===== src/rtl/adl_pkg.sv =====
// ----------------------------------------------------------------------------
// adl_pkg
// Shared constants, the calibration rom and the code helper for the infrared
// distance linearizer.
// ----------------------------------------------------------------------------
package adl_pkg;

  // table geometry and field widths
  localparam int unsigned ADL_ENTRIES     = 16;
  localparam int unsigned ADL_IDX_BITS    = $clog2(ADL_ENTRIES);
  localparam int unsigned ADL_SAMPLE_BITS = 10;
  localparam int unsigned ADL_DIST_BITS   = 9;
  localparam int unsigned ADL_REF_MV      = 3300;

  // sensor calibration points, voltage in mV, descending
  localparam int unsigned ADL_MV_TABLE [ADL_ENTRIES] = '{
    2860, 2770, 2340, 1950, 1680, 1470, 1320, 1170,
    980,  810,  710,  600,  520,  460,  410,  310
  };

  // matching distances in mm
  localparam logic [ADL_DIST_BITS-1:0] ADL_MM_TABLE [ADL_ENTRIES] = '{
    9'd30,  9'd40,  9'd50,  9'd60,  9'd70,  9'd80,  9'd90,  9'd100,
    9'd120, 9'd140, 9'd160, 9'd180, 9'd200, 9'd220, 9'd250, 9'd300
  };

  // adc code of a calibration point, truncated, for a given converter width
  function automatic int unsigned adl_code(input int unsigned sample_bits,
                                           input int unsigned idx);
    int unsigned full;
    full = (32'd1 << sample_bits) - 32'd1;
    return (ADL_MV_TABLE[idx] * full) / ADL_REF_MV;
  endfunction

endpackage


===== src/rtl/adc_distance_linearizer_top.sv =====
// ----------------------------------------------------------------------------
// adc_distance_linearizer_top
// Converts a raw infrared range sensor sample into millimetres by a serial
// search of a calibration rom and linear interpolation inside the segment.
// ----------------------------------------------------------------------------
// Usage
//   in_valid/in_sample/in_stall carry one adc sample per item; out_valid,
//   out_distance_mm and out_out_of_range carry one result per item, and the
//   receiver holds it with out_stall. Every item gives exactly one result.
//   A sample above the nearest calibration code reads 30 mm; one at or below
//   the farthest code raises out_of_range with distance 0.
// Timing
//   The rom is scanned one entry a cycle by a single comparator. An
//   interpolated item then passes the multiply state and 9 restoring
//   divide steps through one shared subtractor before its result is loaded
//   into the output register; a saturated or out of range item goes from
//   the search straight to that load, after which the sequencer returns to
//   idle and takes the next item.
//   in_stall is high from accept until the result reaches the output
//   register; a result still waiting there does not block the next sample.
// Reset and stall
//   rst_n (synchronous, active low) drops any item in flight and clears
//   out_valid. While out_stall holds, the output register keeps its item and
//   a finished result waits in the sequencer until the register frees up.
// ----------------------------------------------------------------------------
module adc_distance_linearizer_top
  import adl_pkg::*;
#(
  parameter int unsigned SAMPLE_BITS = ADL_SAMPLE_BITS
) (
  input  logic                     clk,
  input  logic                     rst_n,
  input  logic                     in_valid,
  output logic                     in_stall,
  input  logic [SAMPLE_BITS-1:0]   in_sample,
  output logic                     out_valid,
  input  logic                     out_stall,
  output logic [ADL_DIST_BITS-1:0] out_distance_mm,
  output logic                     out_out_of_range
);

  localparam int unsigned SB = SAMPLE_BITS;
  localparam int unsigned DW = ADL_DIST_BITS;
  localparam int unsigned IW = ADL_IDX_BITS;
  localparam int unsigned PW = SB + DW;
  localparam int unsigned CW = $clog2(DW);

  typedef enum logic [4:0] {
    S_IDLE   = 5'b00001,
    S_SEARCH = 5'b00010,
    S_MUL    = 5'b00100,
    S_DIV    = 5'b01000,
    S_DONE   = 5'b10000
  } state_t;

  // calibration codes for this converter width
  logic [SB-1:0] code_tab [ADL_ENTRIES];
  for (genvar g = 0; g < ADL_ENTRIES; g++) begin : g_code
    assign code_tab[g] = SB'(adl_code(SB, g));
  end

  state_t         state_r, state_nxt;
  logic [SB-1:0]  sample_r, sample_nxt;
  logic [IW-1:0]  idx_r, idx_nxt;
  logic [SB-1:0]  rem_r, rem_nxt;
  logic [DW-1:0]  lo_r, lo_nxt;
  logic [DW-1:0]  quot_r, quot_nxt;
  logic [SB-1:0]  vd_r, vd_nxt;
  logic [DW-1:0]  d0_r, d0_nxt;
  logic [CW-1:0]  cnt_r, cnt_nxt;
  logic [DW-1:0]  res_dist_r, res_dist_nxt;
  logic           res_oor_r, res_oor_nxt;
  logic           out_valid_r, out_valid_nxt;
  logic [DW-1:0]  out_dist_r, out_dist_nxt;
  logic           out_oor_r, out_oor_nxt;

  // segment operands and the shared datapath
  logic [IW-1:0]  idx_prev;
  logic [SB-1:0]  seg_c0;
  logic [SB-1:0]  seg_span;
  logic [DW-1:0]  seg_dd;
  logic [PW-1:0]  prod;
  logic [SB:0]    trial;
  logic [SB:0]    trial_diff;
  logic           trial_ok;
  logic [DW-1:0]  quot_step;

  assign idx_prev   = idx_r - IW'(1);
  assign seg_c0     = code_tab[idx_prev];
  assign seg_span   = seg_c0 - sample_r;
  assign seg_dd     = ADL_MM_TABLE[idx_r] - ADL_MM_TABLE[idx_prev];
  assign prod       = PW'(seg_span) * PW'(seg_dd);
  assign trial      = {rem_r, lo_r[DW-1]};
  assign trial_diff = trial - {1'b0, vd_r};
  assign trial_ok   = (trial >= {1'b0, vd_r});
  assign quot_step  = {quot_r[DW-2:0], trial_ok};

  // sequencer
  always_comb begin
    state_nxt     = state_r;
    sample_nxt    = sample_r;
    idx_nxt       = idx_r;
    rem_nxt       = rem_r;
    lo_nxt        = lo_r;
    quot_nxt      = quot_r;
    vd_nxt        = vd_r;
    d0_nxt        = d0_r;
    cnt_nxt       = cnt_r;
    res_dist_nxt  = res_dist_r;
    res_oor_nxt   = res_oor_r;
    out_valid_nxt = out_valid_r && out_stall;
    out_dist_nxt  = out_dist_r;
    out_oor_nxt   = out_oor_r;
    case (state_r)
      S_IDLE: begin
        if (in_valid) begin
          sample_nxt = in_sample;
          idx_nxt    = '0;
          state_nxt  = S_SEARCH;
        end
      end
      S_SEARCH: begin
        if (sample_r > code_tab[idx_r]) begin
          if (idx_r == '0) begin
            res_dist_nxt = ADL_MM_TABLE[0];
            res_oor_nxt  = 1'b0;
            state_nxt    = S_DONE;
          end else begin
            state_nxt = S_MUL;
          end
        end else if (idx_r == IW'(ADL_ENTRIES - 1)) begin
          res_dist_nxt = '0;
          res_oor_nxt  = 1'b1;
          state_nxt    = S_DONE;
        end else begin
          idx_nxt = idx_r + IW'(1);
        end
      end
      S_MUL: begin
        rem_nxt   = prod[PW-1:DW];
        lo_nxt    = prod[DW-1:0];
        vd_nxt    = seg_c0 - code_tab[idx_r];
        d0_nxt    = ADL_MM_TABLE[idx_prev];
        quot_nxt  = '0;
        cnt_nxt   = '0;
        state_nxt = S_DIV;
      end
      S_DIV: begin
        rem_nxt  = trial_ok ? trial_diff[SB-1:0] : trial[SB-1:0];
        lo_nxt   = {lo_r[DW-2:0], 1'b0};
        quot_nxt = quot_step;
        cnt_nxt  = cnt_r + CW'(1);
        if (cnt_r == CW'(DW - 1)) begin
          // flat segment keeps the start distance
          res_dist_nxt = (vd_r == '0) ? d0_r : d0_r + quot_step;
          res_oor_nxt  = 1'b0;
          state_nxt    = S_DONE;
        end
      end
      S_DONE: begin
        if (!out_valid_r || !out_stall) begin
          out_valid_nxt = 1'b1;
          out_dist_nxt  = res_dist_r;
          out_oor_nxt   = res_oor_r;
          state_nxt     = S_IDLE;
        end
      end
      default: begin
        state_nxt = S_IDLE;
      end
    endcase
  end

  // control registers
  always_ff @(posedge clk) begin
    if (!rst_n) begin
      state_r     <= S_IDLE;
      out_valid_r <= 1'b0;
    end else begin
      state_r     <= state_nxt;
      out_valid_r <= out_valid_nxt;
    end
  end

  // datapath registers
  always_ff @(posedge clk) begin
    sample_r   <= sample_nxt;
    idx_r      <= idx_nxt;
    rem_r      <= rem_nxt;
    lo_r       <= lo_nxt;
    quot_r     <= quot_nxt;
    vd_r       <= vd_nxt;
    d0_r       <= d0_nxt;
    cnt_r      <= cnt_nxt;
    res_dist_r <= res_dist_nxt;
    res_oor_r  <= res_oor_nxt;
    out_dist_r <= out_dist_nxt;
    out_oor_r  <= out_oor_nxt;
  end

  assign in_stall         = (state_r != S_IDLE);
  assign out_valid        = out_valid_r;
  assign out_distance_mm  = out_dist_r;
  assign out_out_of_range = out_oor_r;

`ifndef SYNTH
  // an accepted sample always starts a table scan
  a_accept_starts_search: assert property (@(posedge clk) disable iff (!rst_n)
    (in_valid && !in_stall) |=> (state_r == S_SEARCH))
    else $error("accepted item did not start the search");

  // restoring divide keeps the partial remainder below the divisor
  a_div_rem_bound: assert property (@(posedge clk) disable iff (!rst_n)
    (state_r == S_DIV) |-> (rem_r < vd_r))
    else $error("partial remainder not below segment span");

  // out of range results carry a zero distance
  a_oor_zero: assert property (@(posedge clk) disable iff (!rst_n)
    (out_valid && out_out_of_range) |-> (out_distance_mm == '0))
    else $error("out of range item with nonzero distance");

  // in range results stay within the calibrated span
  a_dist_span: assert property (@(posedge clk) disable iff (!rst_n)
    (out_valid && !out_out_of_range) |->
      (out_distance_mm >= ADL_MM_TABLE[0]) &&
      (out_distance_mm <= ADL_MM_TABLE[ADL_ENTRIES-1]))
    else $error("distance outside calibrated span");
`endif

endmodule


===== config.mk =====
export PLATFORM = sky130hd
export DESIGN_NAME = adc_distance_linearizer_top
export DESIGN_NICKNAME = d
export VERILOG_FILES = /design/src/rtl/adl_pkg.sv /design/src/rtl/adc_distance_linearizer_top.sv
export SDC_FILE = /design/constraint.sdc
export NUM_CORES = 1
export LEC_CHECK = 0
export BUFFER_PORTS_ARGS = -buffer_cell sky130_fd_sc_hd__buf_2
export CAP_MARGIN = 20
export CORE_MARGIN = 4
export CORE_UTILIZATION = 45
export DETAILED_ROUTE_END_ITERATION = 8
export GPL_TIMING_DRIVEN = 0
export PLACE_DENSITY = 0.7
export SETUP_SLACK_MARGIN = 0.2
export SLEW_MARGIN = 20
export SYNTH_ARGS = -nofsm -noshare
export SYNTH_HDL_FRONTEND = slang
export SYNTH_SLANG_ARGS = --single-unit
export TNS_END_PERCENT = 20

===== constraint.sdc =====
create_clock -name clk -period 20.2 [get_ports clk]
set_input_delay 5.05 -clock clk [delete_from_list [all_inputs] [get_ports clk]]
set_output_delay 5.05 -clock clk [all_outputs]
set_load 0.02 [all_outputs]

Yosys cells after proc, flatten, opt, wreduce, memory -nomap -nowiden
Memories as Yosys holds them, arrays and structs flattened.
Cells that the tools add are included.
{ "classes": {"add_sub_neg": 8, "n_mul": 1, "magnitude_cmp": 4, "n_eq_ne": 15, "n_mux": 37, "n_bitwise": 2, "n_reduce_logical": 14} }
{ "op_table": {"columns": ["op", "n"], "rows": [
  ["9-bit two-way mux", 9],
  ["10-bit two-way mux", 5],
  ["9-bit one-hot mux with 2 select lines", 2],
  ["5-bit two-way mux", 6],
  ["10-bit subtractor", 3],
  ["5-bit one-hot mux with 5 select lines", 1],
  ["10-bit one-hot mux with 2 select lines", 1],
  ["10-bit by 9-bit multiplier with 19-bit output", 1],
  ["4-bit one-hot mux with 2 select lines", 2],
  ["8-bit one-hot mux with 2 select lines", 1],
  ["4-bit two-way mux", 3],
  ["4-bit AND reduction", 3],
  ["11-bit by 10-bit >= comparator with 1-bit output", 1],
  ["5-bit >= comparator, second input constant", 2],
  ["10-bit > comparator", 1],
  ["10-bit logical NOT", 1],
  ["2-bit inequality test, second input constant", 5],
  ["4-bit inverter with 5-bit output", 2],
  ["9-bit adder", 1],
  ["9-bit subtractor", 1],
  ["4-bit by 1-bit adder with 4-bit output, second input constant", 2],
  ["4-bit equality test, second input constant", 2],
  ["1-bit two-way mux", 6],
  ["3-bit inequality test, second input constant", 2],
  ["14 further kinds", 18]
]} }
{ "word_totals": {"register_bits": 90, "mem_bits_ro": 608, "input_bits": 14, "elab_cells": 99, "mem_count": 4} }
{ "mem_list": {"columns": ["memory", "words", "width", "rd", "rd_clocked_by_memory_dff", "write_ports", "line_no", "source"], "rows": [
  ["(no name shown)", 16, 10, 1, 0, 0, "adc_distance_linearizer_top.sv:142", "vd_nxt = seg_c0 - code_tab[idx_r];"],
  ["(no name shown)", 16, 10, 1, 0, 0, "adc_distance_linearizer_top.sv:89", "assign seg_c0 = code_tab[idx_prev];"],
  ["(no name shown)", 16, 9, 1, 0, 0, "adc_distance_linearizer_top.sv:143", "d0_nxt = ADL_MM_TABLE[idx_prev];"],
  ["(no name shown)", 16, 9, 1, 0, 0, "adc_distance_linearizer_top.sv:91", "assign seg_dd = ADL_MM_TABLE[idx_r] - ADL_MM_TABLE[idx_prev];"]
]} }

Depth between registers and ports, before layout
Gate-level depths: netlist of the first run.
{ "depth": {"ltp_word": 8, "depth_mapped": 34, "mapped_depth_nobuf": 33} }

Least setup slack after synthesis of the first run
Ideal clock, no wire load.
{ "synth_timing": {"path_kind": "register to register", "start": "reg idx_r[0]", "end": "reg rem_r[8], data pin", "t_arrival_ns": 7.339, "required_time_ns": 19.928, "setup_slack_ns": 12.589, "stages_incl_launch_ff": 34, "n_path_buf": 2, "period_less_slack_ns": 7.611, "cell_sequence": "edfxtp_1 clkinv_1 ha_1 buf_4 inv_1 nor2_1 nor2_1 clkbuf_1 nor2_1 a21o_1 and2_1 fa_1 nor2b_1 o21ai_0 nand2b_1 a21o_1 a21oi_1 xor2_1 or2_2 fa_1 fa_1 inv_1 fa_1 inv_1 fa_1 inv_1 ha_1 o21a_1 o31a_1 o41ai_2 o21ai_1 o31ai_1 xor2_1 a211oi_1"} }
{ "synth_via": {"elab_chain_len": 8, "elab_cells_between_ends": 16} }
{ "synth_lines": {"columns": ["item", "line_no", "source"], "rows": [
  ["start: declaration", "adc_distance_linearizer_top.sv:64", "logic [IW-1:0] idx_r, idx_nxt;"],
  ["start signal: assignment", "adc_distance_linearizer_top.sv:188", "idx_r <= idx_nxt;"],
  ["4-bit by 1-bit subtractor with 4-bit output *", "adc_distance_linearizer_top.sv:88", "assign idx_prev = idx_r - IW'(1);"],
  ["net idx_prev[0]", "adc_distance_linearizer_top.sv:78", "logic [IW-1:0] idx_prev;"],
  ["4-bit inverter with 5-bit output (not written as such) *", "adc_distance_linearizer_top.sv:89, adc_distance_linearizer_top.sv:91", null],
  ["memory read 16 x 10 bit / memory read 16 x 9 bit (equally long branches)", null, null],
  ["10-bit two-way mux (not written as such) / 9-bit two-way mux (equally long branches) (2 in a row)", null, null],
  ["10-bit subtractor / 9-bit subtractor (equally long branches)", "adc_distance_linearizer_top.sv:90, adc_distance_linearizer_top.sv:91", null],
  ["10-bit by 9-bit multiplier with 19-bit output *", "adc_distance_linearizer_top.sv:92", "assign prod = PW'(seg_span) * PW'(seg_dd);"],
  ["10-bit one-hot mux with 2 select lines *", "adc_distance_linearizer_top.sv:114", "case (state_r)"],
  ["net rem_nxt[8]", "adc_distance_linearizer_top.sv:65", "logic [SB-1:0] rem_r, rem_nxt;"],
  ["end signal: assignment", "adc_distance_linearizer_top.sv:189", "rem_r <= rem_nxt;"],
  ["end: declaration", "adc_distance_linearizer_top.sv:65", null]
]} }
The timed path passes the listed nets; every way through them passes the cells marked *. The select of a mux whose other input is x is not followed.
A chain may end at the register's enable or synchronous reset.

Final worst setup path of the first run
Ends and elaborated chain as after synthesis.

==> results.md, run 1 <==
- CTS tree: yes
- Fillcell total: 1885
- Core area: 0.0194 mm2
- Relative slew slack: 0.279
- DRT antenna net count: 0
- WHS Endpoint: out_distance_mm[0]
- Largest net degree at the start of global routing: 31
- Number of global-route vias before repair: 6661
- Ports: 26
- Internal reg-to-reg setup slack: 11.35 ns
- DRC: 0
- Total global routing overflow: 0
- DIE HEIGHT: 148 um
- Share of cells above drive strength 1: 0.0749
- Slew Limit Fails: 0
- FF+latch count, synth: 88
- Top_reg_cell synth: edfxtp_1
- Syn Nets: 1135
- CP max stage delay: 0.66 ns
- PostCTS Resize Cnt: 0
- Critical Path AT: 8.92 ns
- Final setup TNS: 0 ns
- Outcome: completed
- Worst slew pin tran: 1.07 ns
- Port buffer count: 25
- Met1 Resource Use GR: 0.262
- Hold depth: 0
- Total global-route track usage: 0.188
- Total CTS buffers: 9
- Netlist cell types: 64
- Critical path's slowest cell: xor2_1
- Worst clock skew: 0.0125 ns
- CTS Sinks: 88
- Gate Count Post-Synth: 960
- M3 GR Usage: 0.0253
- Worst r2r src: idx_r[0]
- Register area: 0.00258 mm2
- Final Setup Violations: 0
- Detailed Routing Iterations Pass 1: 5
- Routability cong.: 0.989
- Syn-to-layout area delta: 8.56%
- M2 GR Usage: 0.316
- Max FO, Critical Path: 12
- HP Class: reg -> reg
- Final period utilization: 0.438
- Mean Syn Cell Area: 9.23 um2
- Max-cap violations: 0
- Warnings, synthesis: 0
- Most Frequent Cell on Critical Path: fa_1
- GR peak layer: met2
- Total Wirelength: 20.1 mm
- Req. time, crit path: 20.27 ns
- Worst hold start: res_dist_r[0]
- Footprint of the multi-input gates: 0.00572 mm2
- Initial antenna violation count: 0
- Unrepaired setup endpoints after global routing: false
- Vias per cell: 5.37
- Drt initial violations: 448
- DR vias: 6796
- Nets: 1171
- Post-DP HPWL: 16.2 mm
- First-pass GRT wire length: 33.5 mm
- Initial core utilization: 0.457
- Worst R2R End: rem_r[8]
- Worst setup EP type: flip-flop
- Worst-path clk slew: 0.07 ns
- Core Rows: 51
- Fin. Hold Viols: 0
- CP startpoint kind: flip-flop
- Cell area after synthesis: 0.00886 mm2
- Die Width: 148 um
- Crit Path Class: reg -> reg
- Clock Latency Late Sink: 0.35 ns
- # diodes: 0
- Fmax: 113 MHz
- Post-synth ARST share: 0
- Root buffer cell: clkbuf_16
- H-tree levels: 3
- Routed len/inst: 15.8 um
- EDFF count, synth: 82
- Seq/Total Area, Yosys: 0.291
- Number of setup buffers added after CTS: 0
- Period minus WS final: 8.85 ns
- R2R cell count: 33
- Die area: 0.0220 mm2
- Hold buffers post-CTS: 0
- Clock Path Buffers: 2
[final cells by class]
type,instances,area share
buffer,28,0.0122
clock buffer,9,0.0234
clock inverter,7,0.00728
inverter,120,0.0468
multi-input combinational,724,0.594
sequential,88,0.268
tap,265,0.0345
timing repair buffer,25,0.0130
[state kept, by name, summed over array words and instances (netlist names)]
register          cells
lo_r                  8
rem_r                10
state_r               5
res_dist_r            9
quot_r                8
sample_r             10
idx_r                 4
cnt_r                 4
d0_r                  8
vd_r                 10
out_valid             1
out_out_of_range      1
res_oor_r             1
out_distance_mm       9
[critical path: cells and delay by family (launching register included)]
kind,cells,cell delay (ns)
fa+ha+maj,7,3.15
compound gates,10,1.61
buf+inv,7,1.25
simple gates,7,1.15
xor+xnor,2,0.86
flops,1,0.54
[cells in the final DEF (no fill, tap or decap), types with 3 or more instances in the layout]
cell type / n
a21oi_1: 50
nor2b_1: 15
o31ai_1: 4
buf_1: 4
or3_1: 10
buf_2: 26
and2_1: 11
nand3b_1: 4
ha_1: 107
nand2_1: 58
edfxtp_1: 82
a22oi_1: 3
o211ai_1: 3
inv_1: 118
o31a_1: 4
a211oi_1: 10
mux2i_1: 14
xor2_1: 22
fa_1: 54
inv_6: 3
a21boi_0: 10
and4_1: 3
clkbuf_1: 21
o21ai_0: 58
o221ai_1: 3
xnor2_1: 30
dfxtp_1: 6
o21a_1: 8
a21o_1: 18
clkbuf_16: 9
nand2b_1: 11
nand3_1: 10
or2_2: 19
nand4_1: 4
and3_1: 3
nor3_1: 17
a31oi_1: 7
nor2_1: 124
[metal layers]
metal  wire length, um  up-vias
li1                  -     3370
met5                 0        -
met4               242        0
met3               818       17
met1              9510     3227
met2              9490      182
[logic make-up (layout without fill, tap and decap cells)]
family / Yosys count / in the layout / synth area share
adders and majority gates: 161 / 161 / 0.273
and+or+nand+nor: 297 / 297 / 0.158
xor gates and xnor gates: 52 / 52 / 0.0514
DFF: 88 / 88 / 0.291
muxes: 17 / 17 / 0.0209
buffers and inverters: 148 / 189 / 0.0641
AOI/OAI and AO/OA: 197 / 197 / 0.141
[through the flow]
step / std cells / setup slack [ns] / area, um2 / util / hold WS [ns]
floorplan: 960 / 12.59 / 8860 / - / 0.400
global placement: 1250 / 11.42 / 9320 / 0.480 / 0.403
detailed placement: 1250 / 11.46 / 9320 / 0.480 / 0.405
CTS: 1266 / 11.42 / 9620 / 0.496 / 0.421
global route: 1266 / 10.77 / 9620 / 0.496 / 0.426
finish: 1266 / 11.35 / 9620 / 0.496 / 0.418
[worst max path at each step]
stage	startpoint	endpoint	cells after the start
after global routing	idx_r[0]	rem_r[8]	32
after global placement	idx_r[0]	rem_r[8]	33
final	idx_r[0]	rem_r[8]	33
after detailed placement	idx_r[0]	rem_r[8]	33
after CTS	idx_r[0]	rem_r[8]	33
after floorplan	idx_r[0]	rem_r[8]	33
[synthesized netlist by cell type, types with 2 or more instances]
| cell type | count | area [um2] |
|---|---|---|
| o21ai_0 | 58 | 290 |
| mux2i_1 | 14 | 140 |
| o221ai_1 | 3 | 26.3 |
| a211oi_1 | 10 | 75.1 |
| a21oi_1 | 51 | 255 |
| or3_1 | 10 | 62.6 |
| nor2_1 | 124 | 465 |
| and3_1 | 3 | 18.8 |
| a31oi_1 | 7 | 43.8 |
| buf_1 | 4 | 15.0 |
| nor2b_1 | 15 | 93.8 |
| edfxtp_1 | 82 | 2460 |
| xnor2_1 | 30 | 263 |
| nand4_1 | 4 | 25.0 |
| a22oi_1 | 3 | 22.5 |
| nor3_1 | 17 | 85.1 |
| fa_1 | 54 | 1080 |
| o31ai_1 | 4 | 30.0 |
| nand2_1 | 59 | 221 |
| o22ai_1 | 2 | 12.5 |
| o21a_1 | 8 | 60.1 |
| o41ai_1 | 2 | 17.5 |
| nor4_1 | 2 | 12.5 |
| nand3b_1 | 4 | 30.0 |
| ha_1 | 107 | 1340 |
| a21o_1 | 18 | 135 |
| dfxtp_1 | 6 | 120 |
| and4_1 | 3 | 26.3 |
| inv_1 | 118 | 443 |
| or2_2 | 19 | 119 |
| a21boi_0 | 10 | 75.1 |
| xor2_1 | 22 | 193 |
| o31a_1 | 4 | 35.0 |
| nand3_1 | 10 | 50.1 |
| mux2_2 | 2 | 22.5 |
| o211ai_1 | 3 | 22.5 |
| and2_1 | 11 | 68.8 |
| nand2b_1 | 11 | 68.8 |
| clkbuf_1 | 21 | 78.8 |
Power of run 1 is left out: the tool's default activity adds up to more than one toggle a clock period on the data nets, which glitch-free logic cannot reach.
==> inputs of run 2 (changes only) <==
- ABC_AREA: not set -> 1
- PLACE_DENSITY: 0.7 -> 0.72
- clock period: 20.2 -> 7.64 ns (I/O delays scaled with it)
==> results.md, run 2 <==
- Final Util: 0.514 (+0.0177)
- Die Width: 150 um (+1.2%)
- Final setup TNS: 0 ns (unchanged)
- Initial antenna violation count: 0 (unchanged)
- Post-DP HPWL: 16.9 mm (+4.3%)
- Relative slew slack: 0.351 (+0.0715)
- First-pass GRT wire length: 35.1 mm (+4.8%)
- DR vias: 7448 (+9.6%)
- Count leader, synth: inv_1
- Critical path's slowest cell: fa_1
- Die area: 0.0226 mm2 (+2.5%)
- Ports: 26 (unchanged)
- Yosys top cell area share: 0.271 (-0.00719)
- Detailed Routing Iterations Pass 1: 5 (unchanged)
- H-tree levels: 3 (unchanged)
- CTS Sinks: 88 (unchanged)
- Gate Count Post-Synth: 1115 (+16%)
- Core Rows: 51 (unchanged)
- Vias per cell: 5.18 (-3.4%)
- Worst setup EP type: flip-flop
- Worst path bufs/invs: 7 (unchanged)
- Fillcell total: 1875 (-0.53%)
- Drt initial violations: 667 (+49%)
- Req. time, crit path: 7.74 ns (-12.53 ns)
- Warnings, synthesis: 0 (unchanged)
- Syn Nets: 1290 (+14%)
- Routability cong.: 0.922 (-6.7%)
- Syn-to-layout area delta: 11.0%
- Synth top area cells: edfxtp_1, ha_1, fa_1
- DIE HEIGHT: 150 um (+1.2%)
- DRT antenna net count: 0 (unchanged)
- Crit Path Class: reg -> reg
- Post-synth ARST share: 0 (unchanged)
- EDFF count, synth: 82 (unchanged)
- Cell area after synthesis: 0.00910 mm2 (+2.7%)
- Clock Latency Late Sink: 0.35 ns (about the same)
- Total global routing overflow: 0 (unchanged)
- Slew Limit Fails: 0 (unchanged)
- Most frequent cells in the layout: inv_1, nand2_1, nor2_1
- CTS tree: yes
- Final instance area: 0.0101 mm2 (+4.9%)
- Top_reg_cell synth: edfxtp_1
- Routed len/inst: 14.7 um (-7.2%)
- Outcome: completed
- Placed inst area: 0.00956 mm2 (+2.5%)
- CP startpoint kind: flip-flop
- Worst slew pin tran: 0.970 ns (-0.103 ns)
- HP Class: reg -> reg
- Critical Path AT: 7.19 ns (-1.73 ns)
- FF+latch count, synth: 88 (unchanged)
- # diodes: 0 (unchanged)
- Synth cell count leaders: inv_1, nand2_1, nor2_1
- Clock Path Buffers: 2 (unchanged)
- Period minus WS final: 7.09 ns (-1.76 ns)
- Min Hold Slack: 0.421 ns (+0.00307 ns)
- Total CTS buffers: 9 (unchanged)
- Worst-path clk slew: 0.08 ns (about the same)
- Max-cap violations: 0 (unchanged)
- Top delay family on crit path: adder cells
- Final Setup Violations: 0 (unchanged)
- Fin. Hold Viols: 0 (unchanged)
- Commonest non-fill, non-tap cell in the layout: inv_1
- Biggest regs: rem_r x10, sample_r x10, vd_r x10
- Total Wirelength: 21.1 mm (+5.3%)
- Nets: 1342 (+15%)
- DRC: 0 (unchanged)
- CP max stage delay: 0.55 ns (-0.11 ns)
- Max FO, Critical Path: 9 (-3)
- Number of global-route vias before repair: 7123 (+6.9%)
- Worst clock skew: 0.00929 ns (-0.00324 ns)
- Fmax: 141 MHz (+25%)
- Unrepaired setup endpoints after global routing: false
- Total global-route track usage: 0.195 (+0.00656)
- Largest net degree at the start of global routing: 32 (+3.2%)
- Root buffer cell: clkbuf_16
- Share of cells above drive strength 1: 0.105 (+0.0300)
- Core area: 0.0197 mm2 (+1.3%)
- Final period utilization: 0.928 (+0.490)
- Port buffer count: 25 (unchanged)
- Largest area contributor in the netlist: edfxtp_1
- Initial core utilization: 0.463 (+0.00604)
- Mean Syn Cell Area: 8.16 um2 (-12%)
- Netlist cell types: 49 (-23%)
- Seq/Total Area, Yosys: 0.284 (-0.00754)
==> run 2: changes by cell type after synthesis, moves of 13 or more <==
cell	change
or2_2	-14
inv_1	+97
nand3_1	+36
nand2_1	+123
a21o_1	-13
xnor2_1	-15
mux2i_1	-14
nor2b_1	-15
clkbuf_1	-13
nor2_1	+15
==> run 2: stage by stage <==
step,setup WS (ns),std cells
after detailed placement,-0.608,1405
final,0.548,1437
after global placement,-0.640,1405
after CTS,0.220,1425
after floorplan,0.613,1115
after global routing,0.164,1437
==> run 2: timing repair <==
item                                   CTS  global route
gates resized for setup                  5            28
setup endpoints to repair               11            10
hold buffers                             0             0
pin swaps                                2             6
endpoints found under the hold margin    0             0
buffers inserted                         4            11
==> run 2: metal layers <==
metal,GRT usage,part of all wire
met5,0,0
met4,0.0695,0.028
met3,0.0229,0.052
met2,0.313,0.46
met1,0.272,0.46
==> run 2: worst reg2reg max path: cells and delay by family, from the launching register on <==
kind	cells	cell delay (ns)
DFF	1	0.45
buffers and inverters	7	0.70
and+or+nand+nor	9	1.02
xor gates and xnor gates	1	0.19
AOI/OAI and AO/OA	7	1.43
adders and majority gates	7	3.07
==> run 2: final timing paths <==
path	from	to	slack (ns)	depth (start not counted)
worst max-delay path	idx_r[1]	rem_r[6]	0.55	31
worst min register to register	res_dist_r[8]	out_distance_mm[8]	0.42	0
worst max register to register	idx_r[1]	rem_r[6]	0.55	31
worst min-delay path	res_dist_r[8]	out_distance_mm[8]	0.42	0
==> run 2: final cells by class <==
type | count | area [um2] | share of cell area
multi-input combinational | 784 | 5690 | 0.564
timing repair buffer | 41 | 245 | 0.0243
clock buffer | 9 | 225 | 0.0223
tap | 265 | 332 | 0.0328
sequential | 88 | 2580 | 0.256
inverter | 221 | 833 | 0.0826
buffer | 22 | 118 | 0.0117
clock inverter | 7 | 70.1 | 0.00694
==> run 2: logic make-up after synthesis <==
group,count (synthesis),synth area share
AOI/OAI and AO/OA,174,0.109
xor gates and xnor gates,43,0.0513
adders and majority gates,161,0.266
buffers and inverters,243,0.103
DFF,88,0.284
and+or+nand+nor,406,0.186
Power of run 2 is left out for the same reason.
